$ cat src/hdl/tbmd_pkg.sv
`default_nettype none

package tbmd_pkg;

    // field widths
    localparam int SUBJ_W = 16;
    localparam int TIME_W = 32;
    localparam int GLU_W  = 14;
    localparam int LEN_W  = 17;
    localparam int END_W  = 33;
    localparam int CNT_W  = 10;
    localparam int SUM_W  = 24;

    // defaults
    localparam int               MAX_COUNT_DEF = 1023;
    localparam logic [LEN_W-1:0] LEN_RESET     = LEN_W'(900);
    localparam int               QUEUE_DEPTH   = 2;

    // request kind after classification
    typedef enum logic {
        KIND_SAMPLE,
        KIND_FLUSH
    } t_kind;

    // one queued request
    typedef struct packed {
        t_kind              kind;
        logic [SUBJ_W-1:0]  subject;
        logic [TIME_W-1:0]  stime;
        logic [GLU_W-1:0]   glucose;
    } t_entry;

    // divider request and response
    typedef struct packed {
        logic               start;
        logic [TIME_W-1:0]  dividend;
        logic [LEN_W-1:0]   divisor;
    } t_div_req;

    typedef struct packed {
        logic               done;
        logic [TIME_W-1:0]  quotient;
    } t_div_rsp;

    // back-end sequencer
    typedef enum logic [2:0] {
        ST_IDLE,
        ST_IDX_START,
        ST_IDX_WAIT,
        ST_DECIDE,
        ST_MEAN_START,
        ST_MEAN_WAIT,
        ST_MUL,
        ST_EMIT
    } t_state;

endpackage

`default_nettype wire

$ cat src/hdl/tbmd_front.sv
`default_nettype none

module tbmd_front (
    input  wire logic            i_clk,
    input  wire logic            i_rst_n,
    input  wire logic            i_in_valid,
    output logic                 o_in_ready,
    input  wire logic            i_cmd,
    input  wire logic [15:0]     i_subject_tag,
    input  wire logic [31:0]     i_sample_time,
    input  wire logic [13:0]     i_glucose_value,
    input  wire logic            i_value_missing,
    output logic                 o_q_valid,
    output tbmd_pkg::t_entry     o_q_entry,
    input  wire logic            i_q_pop
);

    localparam int PTR_W = $clog2(tbmd_pkg::QUEUE_DEPTH);
    localparam int CNT_W = $clog2(tbmd_pkg::QUEUE_DEPTH + 1);

    tbmd_pkg::t_entry r_mem [tbmd_pkg::QUEUE_DEPTH];
    logic [PTR_W-1:0] r_wr_ptr, n_wr_ptr;
    logic [PTR_W-1:0] r_rd_ptr, n_rd_ptr;
    logic [CNT_W-1:0] r_fill, n_fill;
    logic             accept;
    logic             push;
    tbmd_pkg::t_entry new_entry;

    // classify: flush goes through, missing readings are dropped here
    always_comb begin
        accept            = i_in_valid && o_in_ready;
        push              = accept && (i_cmd || !i_value_missing);
        new_entry.kind    = i_cmd ? tbmd_pkg::KIND_FLUSH : tbmd_pkg::KIND_SAMPLE;
        new_entry.subject = i_subject_tag;
        new_entry.stime   = i_sample_time;
        new_entry.glucose = i_glucose_value;
    end

    // queue pointers
    always_comb begin
        n_wr_ptr = r_wr_ptr;
        n_rd_ptr = r_rd_ptr;
        n_fill   = r_fill;
        if (push) begin
            n_wr_ptr = (r_wr_ptr == PTR_W'(tbmd_pkg::QUEUE_DEPTH - 1)) ? '0 : r_wr_ptr + 1'b1;
        end
        if (i_q_pop) begin
            n_rd_ptr = (r_rd_ptr == PTR_W'(tbmd_pkg::QUEUE_DEPTH - 1)) ? '0 : r_rd_ptr + 1'b1;
        end
        if (push && !i_q_pop) begin
            n_fill = r_fill + 1'b1;
        end else if (!push && i_q_pop) begin
            n_fill = r_fill - 1'b1;
        end
    end

    always_ff @(posedge i_clk) begin
        if (!i_rst_n) begin
            r_wr_ptr <= '0;
            r_rd_ptr <= '0;
            r_fill   <= '0;
        end else begin
            r_wr_ptr <= n_wr_ptr;
            r_rd_ptr <= n_rd_ptr;
            r_fill   <= n_fill;
        end
    end

    // queue storage
    always_ff @(posedge i_clk) begin
        if (push) begin
            r_mem[r_wr_ptr] <= new_entry;
        end
    end

    assign o_in_ready = (r_fill != CNT_W'(tbmd_pkg::QUEUE_DEPTH));
    assign o_q_valid  = (r_fill != '0);
    assign o_q_entry  = r_mem[r_rd_ptr];

endmodule

`default_nettype wire

$ cat src/hdl/tbmd_div.sv
`default_nettype none

module tbmd_div (
    input  wire logic               i_clk,
    input  wire logic               i_rst_n,
    input  wire tbmd_pkg::t_div_req i_req,
    output tbmd_pkg::t_div_rsp      o_rsp
);

    localparam int DW = tbmd_pkg::TIME_W;
    localparam int VW = tbmd_pkg::LEN_W;
    localparam int IW = $clog2(DW);

    logic          r_busy;
    logic          r_done;
    logic [IW-1:0] r_cnt;
    logic [DW-1:0] r_quo;
    logic [VW-1:0] r_rem;
    logic [VW-1:0] r_div;
    logic [VW:0]   rem_sh;
    logic [VW+1:0] diff;
    logic          ge;
    logic [VW-1:0] rem_nxt;

    // one restoring step per cycle
    always_comb begin
        rem_sh  = {r_rem, r_quo[DW-1]};
        diff    = {1'b0, rem_sh} - {2'b00, r_div};
        ge      = !diff[VW+1];
        rem_nxt = ge ? diff[VW-1:0] : rem_sh[VW-1:0];
    end

    // control
    always_ff @(posedge i_clk) begin
        if (!i_rst_n) begin
            r_busy <= 1'b0;
            r_done <= 1'b0;
            r_cnt  <= '0;
        end else begin
            r_done <= 1'b0;
            if (i_req.start && !r_busy) begin
                r_busy <= 1'b1;
                r_cnt  <= '0;
            end else if (r_busy) begin
                r_cnt <= r_cnt + 1'b1;
                if (r_cnt == IW'(DW - 1)) begin
                    r_busy <= 1'b0;
                    r_done <= 1'b1;
                end
            end
        end
    end

    // datapath
    always_ff @(posedge i_clk) begin
        if (i_req.start && !r_busy) begin
            r_quo <= i_req.dividend;
            r_div <= i_req.divisor;
            r_rem <= '0;
        end else if (r_busy) begin
            r_quo <= {r_quo[DW-2:0], ge};
            r_rem <= rem_nxt;
        end
    end

    assign o_rsp.done     = r_done;
    assign o_rsp.quotient = r_quo;

endmodule

`default_nettype wire

$ cat src/hdl/tbmd_back.sv
`default_nettype none

module tbmd_back #(
    parameter int MAX_COUNT = tbmd_pkg::MAX_COUNT_DEF
) (
    input  wire logic                 i_clk,
    input  wire logic                 i_rst_n,
    input  wire logic [16:0]          i_bin_len,
    input  wire logic                 i_q_valid,
    input  wire tbmd_pkg::t_entry     i_q_entry,
    output logic                      o_q_pop,
    output tbmd_pkg::t_div_req        o_div_req,
    input  wire tbmd_pkg::t_div_rsp   i_div_rsp,
    output logic                      o_out_valid,
    input  wire logic                 i_out_ready,
    output logic [15:0]               o_out_subject,
    output logic [32:0]               o_bin_end_time,
    output logic [13:0]               o_mean_glucose,
    output logic [9:0]                o_sample_count
);

    localparam int CW      = tbmd_pkg::CNT_W;
    localparam int SW      = tbmd_pkg::SUM_W;
    localparam int CNT_TOP = (1 << CW) - 1;
    localparam logic [CW-1:0] COUNT_CAP = CW'((MAX_COUNT > CNT_TOP) ? CNT_TOP : MAX_COUNT);
    localparam int MUL_W   = tbmd_pkg::END_W + tbmd_pkg::LEN_W;

    tbmd_pkg::t_state r_state, n_state;
    tbmd_pkg::t_entry r_cur;
    logic [tbmd_pkg::TIME_W-1:0] r_idx;
    logic [tbmd_pkg::GLU_W-1:0]  r_mean;
    logic [tbmd_pkg::END_W-1:0]  r_end;

    // open bin
    logic                         r_open_valid;
    logic [tbmd_pkg::SUBJ_W-1:0]  r_open_subject;
    logic [tbmd_pkg::TIME_W-1:0]  r_open_idx;
    logic [SW-1:0]                r_sum;
    logic [CW-1:0]                r_count;

    // output register
    logic                         r_out_valid;
    logic [tbmd_pkg::SUBJ_W-1:0]  r_out_subject;
    logic [tbmd_pkg::END_W-1:0]   r_out_end;
    logic [tbmd_pkg::GLU_W-1:0]   r_out_mean;
    logic [CW-1:0]                r_out_count;

    logic             match;
    logic             emit_ok;
    logic [SW:0]      sum_add;
    logic [SW-1:0]    sum_sat;
    logic [MUL_W-1:0] product;

    // datapath helpers
    always_comb begin
        match   = r_open_valid && (r_cur.subject == r_open_subject) && (r_idx == r_open_idx);
        sum_add = {1'b0, r_sum} + (SW + 1)'(r_cur.glucose);
        sum_sat = sum_add[SW] ? {SW{1'b1}} : sum_add[SW-1:0];
        product = MUL_W'({1'b0, r_open_idx} + 33'd1) * MUL_W'(i_bin_len);
    end

    // next state
    always_comb begin
        n_state = r_state;
        case (r_state)
            tbmd_pkg::ST_IDLE: begin
                if (i_q_valid) begin
                    if (i_q_entry.kind == tbmd_pkg::KIND_FLUSH) begin
                        n_state = r_open_valid ? tbmd_pkg::ST_MEAN_START : tbmd_pkg::ST_IDLE;
                    end else begin
                        n_state = tbmd_pkg::ST_IDX_START;
                    end
                end
            end
            tbmd_pkg::ST_IDX_START: n_state = tbmd_pkg::ST_IDX_WAIT;
            tbmd_pkg::ST_IDX_WAIT: begin
                if (i_div_rsp.done) n_state = tbmd_pkg::ST_DECIDE;
            end
            tbmd_pkg::ST_DECIDE: begin
                if (!match && r_open_valid) n_state = tbmd_pkg::ST_MEAN_START;
                else                        n_state = tbmd_pkg::ST_IDLE;
            end
            tbmd_pkg::ST_MEAN_START: n_state = tbmd_pkg::ST_MEAN_WAIT;
            tbmd_pkg::ST_MEAN_WAIT: begin
                if (i_div_rsp.done) n_state = tbmd_pkg::ST_MUL;
            end
            tbmd_pkg::ST_MUL: n_state = tbmd_pkg::ST_EMIT;
            tbmd_pkg::ST_EMIT: begin
                if (emit_ok) n_state = tbmd_pkg::ST_IDLE;
            end
            default: n_state = tbmd_pkg::ST_IDLE;
        endcase
    end

    // sequencer outputs
    always_comb begin
        o_q_pop            = (r_state == tbmd_pkg::ST_IDLE) && i_q_valid;
        o_div_req.start    = (r_state == tbmd_pkg::ST_IDX_START) ||
                             (r_state == tbmd_pkg::ST_MEAN_START);
        o_div_req.dividend = r_cur.stime;
        o_div_req.divisor  = i_bin_len;
        if (r_state == tbmd_pkg::ST_MEAN_START) begin
            o_div_req.dividend = tbmd_pkg::TIME_W'(r_sum);
            o_div_req.divisor  = tbmd_pkg::LEN_W'(r_count);
        end
        emit_ok = (r_state == tbmd_pkg::ST_EMIT) && (!r_out_valid || i_out_ready);
    end

    always_ff @(posedge i_clk) begin
        if (!i_rst_n) r_state <= tbmd_pkg::ST_IDLE;
        else          r_state <= n_state;
    end

    // working registers
    always_ff @(posedge i_clk) begin
        if (o_q_pop) r_cur <= i_q_entry;
        if (r_state == tbmd_pkg::ST_IDX_WAIT && i_div_rsp.done) begin
            r_idx <= i_div_rsp.quotient;
        end
        if (r_state == tbmd_pkg::ST_MEAN_WAIT && i_div_rsp.done) begin
            r_mean <= i_div_rsp.quotient[tbmd_pkg::GLU_W-1:0];
        end
        if (r_state == tbmd_pkg::ST_MUL) r_end <= product[tbmd_pkg::END_W-1:0];
    end

    // open bin update, close and reopen
    always_ff @(posedge i_clk) begin
        if (!i_rst_n) begin
            r_open_valid   <= 1'b0;
            r_open_subject <= '0;
            r_open_idx     <= '0;
            r_sum          <= '0;
            r_count        <= '0;
        end else if (r_state == tbmd_pkg::ST_DECIDE && match) begin
            if (r_count < COUNT_CAP) begin
                r_sum   <= sum_sat;
                r_count <= r_count + 1'b1;
            end
        end else if ((r_state == tbmd_pkg::ST_DECIDE && !r_open_valid) ||
                     (emit_ok && r_cur.kind == tbmd_pkg::KIND_SAMPLE)) begin
            r_open_valid   <= 1'b1;
            r_open_subject <= r_cur.subject;
            r_open_idx     <= r_idx;
            r_sum          <= SW'(r_cur.glucose);
            r_count        <= CW'(1);
        end else if (emit_ok) begin
            r_open_valid <= 1'b0;
        end
    end

    // result register
    always_ff @(posedge i_clk) begin
        if (!i_rst_n) begin
            r_out_valid <= 1'b0;
        end else if (emit_ok) begin
            r_out_valid <= 1'b1;
        end else if (i_out_ready) begin
            r_out_valid <= 1'b0;
        end
    end

    always_ff @(posedge i_clk) begin
        if (emit_ok) begin
            r_out_subject <= r_open_subject;
            r_out_end     <= r_end;
            r_out_mean    <= r_mean;
            r_out_count   <= r_count;
        end
    end

    assign o_out_valid    = r_out_valid;
    assign o_out_subject  = r_out_subject;
    assign o_bin_end_time = r_out_end;
    assign o_mean_glucose = r_out_mean;
    assign o_sample_count = r_out_count;

endmodule

`default_nettype wire

$ cat src/hdl/time_bin_mean_downsampler.sv
// Averages time-stamped glucose samples into clock-aligned bins of
// bin_seconds (register, 0 acts as 1) per subject and emits one result per
// closed bin: subject, bin end time, truncated mean and count. A bin closes
// when a sample of another subject or bin arrives, or on a flush request.
// Missing readings are dropped at the input. A two-entry queue sits
// between the input and the bin sequencer. The sequencer shares one
// radix-2 divider (32 steps): a sample uses it to find its bin index; a
// sample that closes the open bin adds the mean division and the end-time
// multiply, and a flush that closes a bin needs only those two.
// Write bin_seconds only while the block is idle.
`default_nettype none

module time_bin_mean_downsampler #(
    parameter int MAX_COUNT = tbmd_pkg::MAX_COUNT_DEF
) (
    input  wire logic        i_clk,
    input  wire logic        i_rst_n,
    input  wire logic        i_cfg_valid,
    output logic             o_cfg_ready,
    input  wire logic [16:0] i_cfg_bin_seconds,
    input  wire logic        i_in_valid,
    output logic             o_in_ready,
    input  wire logic        i_cmd,
    input  wire logic [15:0] i_subject_tag,
    input  wire logic [31:0] i_sample_time,
    input  wire logic [13:0] i_glucose_value,
    input  wire logic        i_value_missing,
    output logic             o_out_valid,
    input  wire logic        i_out_ready,
    output logic [15:0]      o_out_subject,
    output logic [32:0]      o_bin_end_time,
    output logic [13:0]      o_mean_glucose,
    output logic [9:0]       o_sample_count
);

    logic [16:0]        r_bin_seconds;
    logic [16:0]        bin_len;
    logic               q_valid;
    logic               q_pop;
    tbmd_pkg::t_entry   q_entry;
    tbmd_pkg::t_div_req div_req;
    tbmd_pkg::t_div_rsp div_rsp;

    // bin length register
    always_ff @(posedge i_clk) begin
        if (!i_rst_n) begin
            r_bin_seconds <= tbmd_pkg::LEN_RESET;
        end else if (i_cfg_valid && o_cfg_ready) begin
            r_bin_seconds <= i_cfg_bin_seconds;
        end
    end

    assign o_cfg_ready = 1'b1;
    assign bin_len     = (r_bin_seconds == '0) ? 17'd1 : r_bin_seconds;

    tbmd_front u_front (
        .i_clk           (i_clk),
        .i_rst_n         (i_rst_n),
        .i_in_valid      (i_in_valid),
        .o_in_ready      (o_in_ready),
        .i_cmd           (i_cmd),
        .i_subject_tag   (i_subject_tag),
        .i_sample_time   (i_sample_time),
        .i_glucose_value (i_glucose_value),
        .i_value_missing (i_value_missing),
        .o_q_valid       (q_valid),
        .o_q_entry       (q_entry),
        .i_q_pop         (q_pop)
    );

    tbmd_div u_div (
        .i_clk   (i_clk),
        .i_rst_n (i_rst_n),
        .i_req   (div_req),
        .o_rsp   (div_rsp)
    );

    tbmd_back #(
        .MAX_COUNT (MAX_COUNT)
    ) u_back (
        .i_clk          (i_clk),
        .i_rst_n        (i_rst_n),
        .i_bin_len      (bin_len),
        .i_q_valid      (q_valid),
        .i_q_entry      (q_entry),
        .o_q_pop        (q_pop),
        .o_div_req      (div_req),
        .i_div_rsp      (div_rsp),
        .o_out_valid    (o_out_valid),
        .i_out_ready    (i_out_ready),
        .o_out_subject  (o_out_subject),
        .o_bin_end_time (o_bin_end_time),
        .o_mean_glucose (o_mean_glucose),
        .o_sample_count (o_sample_count)
    );

endmodule

`default_nettype wire

$ cat config.mk
export PLATFORM = sky130hd
export DESIGN_NAME = time_bin_mean_downsampler
export DESIGN_NICKNAME = d
export VERILOG_FILES = /design/src/hdl/tbmd_pkg.sv /design/src/hdl/tbmd_front.sv /design/src/hdl/tbmd_div.sv /design/src/hdl/tbmd_back.sv /design/src/hdl/time_bin_mean_downsampler.sv
export SDC_FILE = /design/constraint.sdc
export NUM_CORES = 2
export LEC_CHECK = 0
export ABC_AREA = 0
export ABC_CLOCK_PERIOD_IN_PS = 6900
export BUFFER_PORTS_ARGS = -buffer_cell sky130_fd_sc_hd__buf_2
export CORE_UTILIZATION = 58
export CTS_BUF_LIST = sky130_fd_sc_hd__clkbuf_4
export DETAILED_ROUTE_END_ITERATION = 10
export PLACE_DENSITY = 0.88
export SYNTH_ARGS = -nofsm -noshare
export SYNTH_HDL_FRONTEND = slang
export SYNTH_HIERARCHICAL = 1
export SYNTH_SLANG_ARGS = --single-unit
$ cat constraint.sdc
create_clock -name i_clk -period 6.9 [get_ports i_clk]
set_input_delay 1.38 -clock i_clk [delete_from_list [all_inputs] [get_ports i_clk]]
set_output_delay 1.38 -clock i_clk [all_outputs]
set_load 0.02 [all_outputs]
Word-level counts from Yosys, hierarchy flattened
Memory sizes are Yosys's and may differ from the RTL's. A register that Yosys moved wholly into a read port is not among the register bits.
Cells that the tools add are included.
Widths: inputs -> output; s select.
Storage, ports and cells
  output and inout port bits: 76
  input bits: 86
  memories kept: 1
  RAM bits: 126
  word-level logic and storage cells: 139
  bits in registers: 396
Memory list
  u_front.r_mem: words 2, width 63, read ports 1, clocked after memory_dff 1, wr ports 1, RTL line tbmd_front.sv:21  | tbmd_pkg::t_entry r_mem [tbmd_pkg::QUEUE_DEPTH];
Operators by class
  eq/ne operators: 16
  multiply operators: 1
  multiplexer cells: 37
  add/sub/neg operators: 9
  bitwise logic cells: 4
  reduce and logical (&&, ||, !) cells: 41
  order comparisons: 1
Operators with widths (count)
  $mux 24: 4
  $mux 32: 2
  $mul 50x17->33: 1
  $mux 49: 1
  $mux 17: 2
  $add 32x1->33 const B: 1
  $eq 32x32->1: 1
  $mux 10: 3
  $add 24x14->25: 1
  $pmux 3 s8: 1
  $mux 3: 7
  $sub 18x17->19: 1
  $logic_not 17->1: 1
  $eq 16x16->1: 1
  $logic_and 1x1->1: 15
  $mux 1: 15
  $eq 3x3->1 const B: 4
  $reduce_bool 2->1: 6
  $add 10x1->10 const B: 1
  $lt 10x10->1 const B: 1
  $logic_not 1->1: 8
  $ne 2x2->1 const B: 4
  $eq 3x2->1 const B: 2
  $reduce_and 2->1: 3
  other kinds (14): 23

Logic depth before layout (Yosys ltp)
  word-level depth: 7
  mapped depth: 29
  gate-level depth less buffers: 26

Cells and area by module
The synthesis kept the hierarchy.
Modules (own cells, without submodules)
  tbmd_back: area an instance 24958.9 um2, instances 1, cells each 2444
  tbmd_front: area an instance 4813.4 um2, instances 1, cells each 221
  tbmd_div: area an instance 3673.5 um2, instances 1, cells each 378
  time_bin_mean_downsampler: area an instance 765.7 um2, instances 1, cells each 79

Worst setup path before layout
No wires, ideal clock.
  path type: reg2reg
  start: register u_back/r_open_idx[2] in the netlist's numbering
  end: register u_back/r_end[32] in the netlist's numbering, data pin
  required time: 6632 ps
  setup slack: -5 ps
  arrival time: 6637 ps
  cell stages (with the launch flop): 28
  period minus slack after synthesis: 6905 ps
  cells stage by stage: dfxtp_1 > buf_2 > and4_1 > buf_6 > and3_2 > nand3_1 > xnor2_1 > clkbuf_1 > nand2_1 > fa_1 > fa_1 > fa_1 > inv_1 > fa_1 > fa_1 > inv_1 > fa_1 > inv_1 > ha_1 > a21oi_1 > o21ai_0 > a21o_1 > a21o_1 > a21oi_1 > o21ai_0 > nor3_1 > o311ai_0 > xnor2_1
Between the ends
  longest elaborated chain between the ends: 2
Ends and longest elaborated chain
  start: declaration: RTL line tbmd_back.sv:37  | logic [tbmd_pkg::TIME_W-1:0] r_open_idx;
  start signal: assignment: RTL line tbmd_back.sv:143  | r_open_idx <= r_idx;
  $add 32x1->33: RTL line tbmd_back.sv:59  | product = MUL_W'({1'b0, r_open_idx} + 33'd1) * MUL_W'(i_bin_len);
  $mul 50x17->33: RTL line tbmd_back.sv:59
  net u_back.product[32]: RTL line tbmd_back.sv:52  | logic [MUL_W-1:0] product;
  end signal: assignment: RTL line tbmd_back.sv:123  | if (r_state == tbmd_pkg::ST_MUL) r_end <= product[tbmd_pkg::END_W-1:0];
  end: declaration: RTL line tbmd_back.sv:32  | logic [tbmd_pkg::END_W-1:0] r_end;
The timed path passes the listed nets, and every way through them passes these cells.
A chain may end at the register's enable or synchronous reset.

Worst setup path after layout
Ends and elaborated chain as after synthesis.

==> impl_metrics.ini <==
[timing]
hold_slack_ps = 376
slew_headroom_pct = 22.0
worst_pin_slew_ps = 1160
fmax_mhz = 146
slew_violations = 0
setup_viol = 0
fin_tns_setup_ps = 0
rsz0062_at_grt = yes
fin_skew_ps = 102
period_share_pct = 99.3
period_needed_ps = 6850
hold_viol = 0

[min_path]
min_from = u_back/r_mean[11]$_DFFE_PP_
worstHoldPathType = reg -> reg

[drt]
wire_per_inst_um = 18.9
drtPass1Iterations = 8
drtAntennaViolNets = 0
drt_iter0_drc = 2568
drcViolationCount = 0
viasPerCell = 5.64
wirelength_um = 81500
dr_total_vias = 24300

[setup_path]
required_ps = 7540
timing.rr.end = u_back/r_end[32]$_DFFE_PP_
critPathArrivalTime_ps = 7490
cp-startpoint = u_back/r_open_idx[2]$_SDFFE_PN0P_
critPathLaunchType = flip-flop
crit_fanout = 9
r2r_cells = 26
cp-endpoint = u_back/r_end[32]$_DFFE_PP_
reg2reg_from = u_back/r_open_idx[2]$_SDFFE_PN0P_
cp-end-kind = flip-flop
critical_path_class = reg -> reg
regToRegSetupSlack_ps = 50

[logic_synthesis]
syn_area_um2 = 34200
async_flop_share_pct = 0
yosys-top-cells-area = edfxtp_1, fa_1, dfxtp_1, nand2_1, inv_1
ys_ff_latch = 523
avgSynthCellArea_um2 = 11.0
syn_inst = 3122
seq_area_frac_synth_pct = 42.0
yosys.area.top_type_share_pct = 34.2
syn-num-nets = 3649
synth_top_cells_by_count = nand2_1, inv_1, edfxtp_1, fa_1, and2_1
synth_top_area_cell = edfxtp_1
ys_warn_count = 6
synth-edff-count = 390
synth_cell_types = 81
synth_ff_type = edfxtp_1
synth.most_common_cell = nand2_1

[clock_tree]
clk_pin_slew_ps = 70
clock_path_buffers = 3
numCtsBuffers = 134
cts_hold_buf = 0
clkLatencyLatePin_ps = 970
htree_levels = 4
cts_tree = yes
cts.sinks = 523
root_buffer = clkbuf_4

[floorplan]
core_um2 = 58000
core.rowCount = 88
die_w_um = 245
design.portCount = 162
die_y_um = 245
start_util_pct = 59.0
dieArea_um2 = 60000

[placed_design]
portBuffers = 160
place.gp.congestion = 0.975
postPlaceCellArea_um2 = 36500
place_hpwl_um = 57400

[global_route]
grt_max_degree = 65
grt_pass1_vias = 25300
grt_overflow_total = 0
track_usage_pct = 27.4
antenna_found_initial = 1
grt_first_pass_wirelength_um = 128000

[finish]
fin_area_um2 = 38800
fin_util_pct = 66.8
drive_gt1_share_pct = 20.7
fillers = 4078
nets = 3959
area_delta_synth_final_pct = 13.3

[power]
power.density_nw_per_um2 = 221
leakage_uw = 0.0164
ir_drop_uv = 278

[job]
drv_cap = 0

[outcome]
status = finished, final reports clean
## final cells by class
| class | count | area [um^2] | share of cell area [%] |
|---|---|---|---|
| clock buffers | 192 | 1440 | 3.72 |
| repair buffers | 327 | 2150 | 5.55 |
| flip-flops and latches | 523 | 14400 | 37.1 |
| multi-input cells | 2002 | 17800 | 46.0 |
| well taps | 765 | 957 | 2.47 |
| clock inverters | 54 | 322 | 0.830 |
| diodes | 1 | 2.50 | 0.00646 |
| inverters | 444 | 1670 | 4.30 |
## placed cells by master (no fill, tap or decap), types with 18 or more instances in the layout
cell	instances
xor2_1	86
nand3_1	45
buf_4	155
and2_1	177
nor4_1	25
clkinv_1	34
a21oi_1	121
nor2_1	40
nand2_1	516
ha_1	100
edfxtp_1	390
mux2_2	98
clkbuf_4	192
xnor2_1	65
dfxtp_1	124
buf_2	160
inv_1	442
nor2b_1	51
mux2i_1	24
o21ai_0	41
nand2b_1	18
a21o_1	20
fa_1	324
## cell families after synthesis
group	share of synthesized area, %
other	0.0110
buffers and inverters	6.92
adder cells (fa/ha/maj)	23.5
flip-flops	42.0
XOR/XNOR	4.21
multiplexers	3.93
AND/OR/NAND/NOR	14.1
AO/OA/AOI/OAI	5.32
## per-stage QoR
| stage | total power (uW) | setup slack, ps | instances |
|---|---|---|---|
| final | 8570 | 47.4 | 4308 |
| after detailed placement | 5860 | -274 | 4036 |
| after floorplan | 5430 | 48.6 | 3122 |
| after global placement | 5790 | -146 | 4036 |
| after global routing | 8980 | -168 | 4308 |
| after CTS | 8620 | 8.08 | 4287 |
## worst min path at each step
| stage | cells past startpoint | slack, ps | end |
|---|---|---|---|
| 6_report | 0 | 380 | u_back/o_mean_glucose[11]$_DFFE_PP_ |
| 5_1_grt | 0 | 370 | u_back/o_mean_glucose[11]$_DFFE_PP_ |
| 4_1_cts | 0 | 350 | u_back/o_mean_glucose[10]$_DFFE_PP_ |
| 3_5_place_dp | 0 | 410 | u_back/o_bin_end_time[13]$_DFFE_PP_ |
| 3_3_place_gp | 0 | 400 | u_back/o_bin_end_time[20]$_DFFE_PP_ |
| 2_1_floorplan | 0 | 400 | u_back/o_bin_end_time[0]$_DFFE_PP_ |
## what timing repair did
action | CTS | global route
cloned | 0 | 2
setup buffers | 5 | 18
setup endpoints to repair | 3 | 12
pin swaps | 3 | 36
resized for setup | 15 | 70
## power breakdown
group          total [uW]  internal, uW  switching, uW
Sequential           4160          3930            238
Clock                2710          1390           1330
Combinational        1690           668           1020
## registers in the layout, summed over array words and instances, names as in the netlist, 14 cells and up, named ones only
name and flops:
u_back/o_out_subject 16, u_back/r_idx 32, u_back/r_open_subject 16, u_div/r_rem 17
u_back/r_cur 63, u_front/r_mem 126, u_back/o_bin_end_time 33, u_back/r_open_idx 32
u_back/r_mean 14, u_back/o_mean_glucose 14, u_div/r_quo 32, u_back/r_end 33
u_back/r_sum 24, r_bin_seconds 17, u_div/r_div 17
## layer usage
layer | GRT usage, % | vias up | part of all wire (%)
met3 | 6.32 | 284 | 8.4
met1 | 32.7 | 11900 | 37
met5 | 0 | - | 0
met4 | 12.8 | 0 | 4.1
li1 | - | 10900 | -
met2 | 47.0 | 1269 | 51
## worst max-delay path, cell delays in order (launching register included)
cell and delay (ps):
dfxtp_2 340, and4_4 260, buf_4 140, and3_4 210
nand2_2 80, xnor2_2 270, buf_6 180, buf_4 170
nand2_1 90, fa_1 570, inv_1 50, fa_1 470
fa_2 600, fa_1 440, fa_1 490, inv_1 50
fa_1 480, inv_1 60, ha_4 280, and3_1 200
nand2_1 130, nor4_4 270, buf_4 160, nor3_4 40
buf_6 130, o311ai_2 280, xnor2_1 110
No activity file was read; power rests on OpenSTA's default activity.
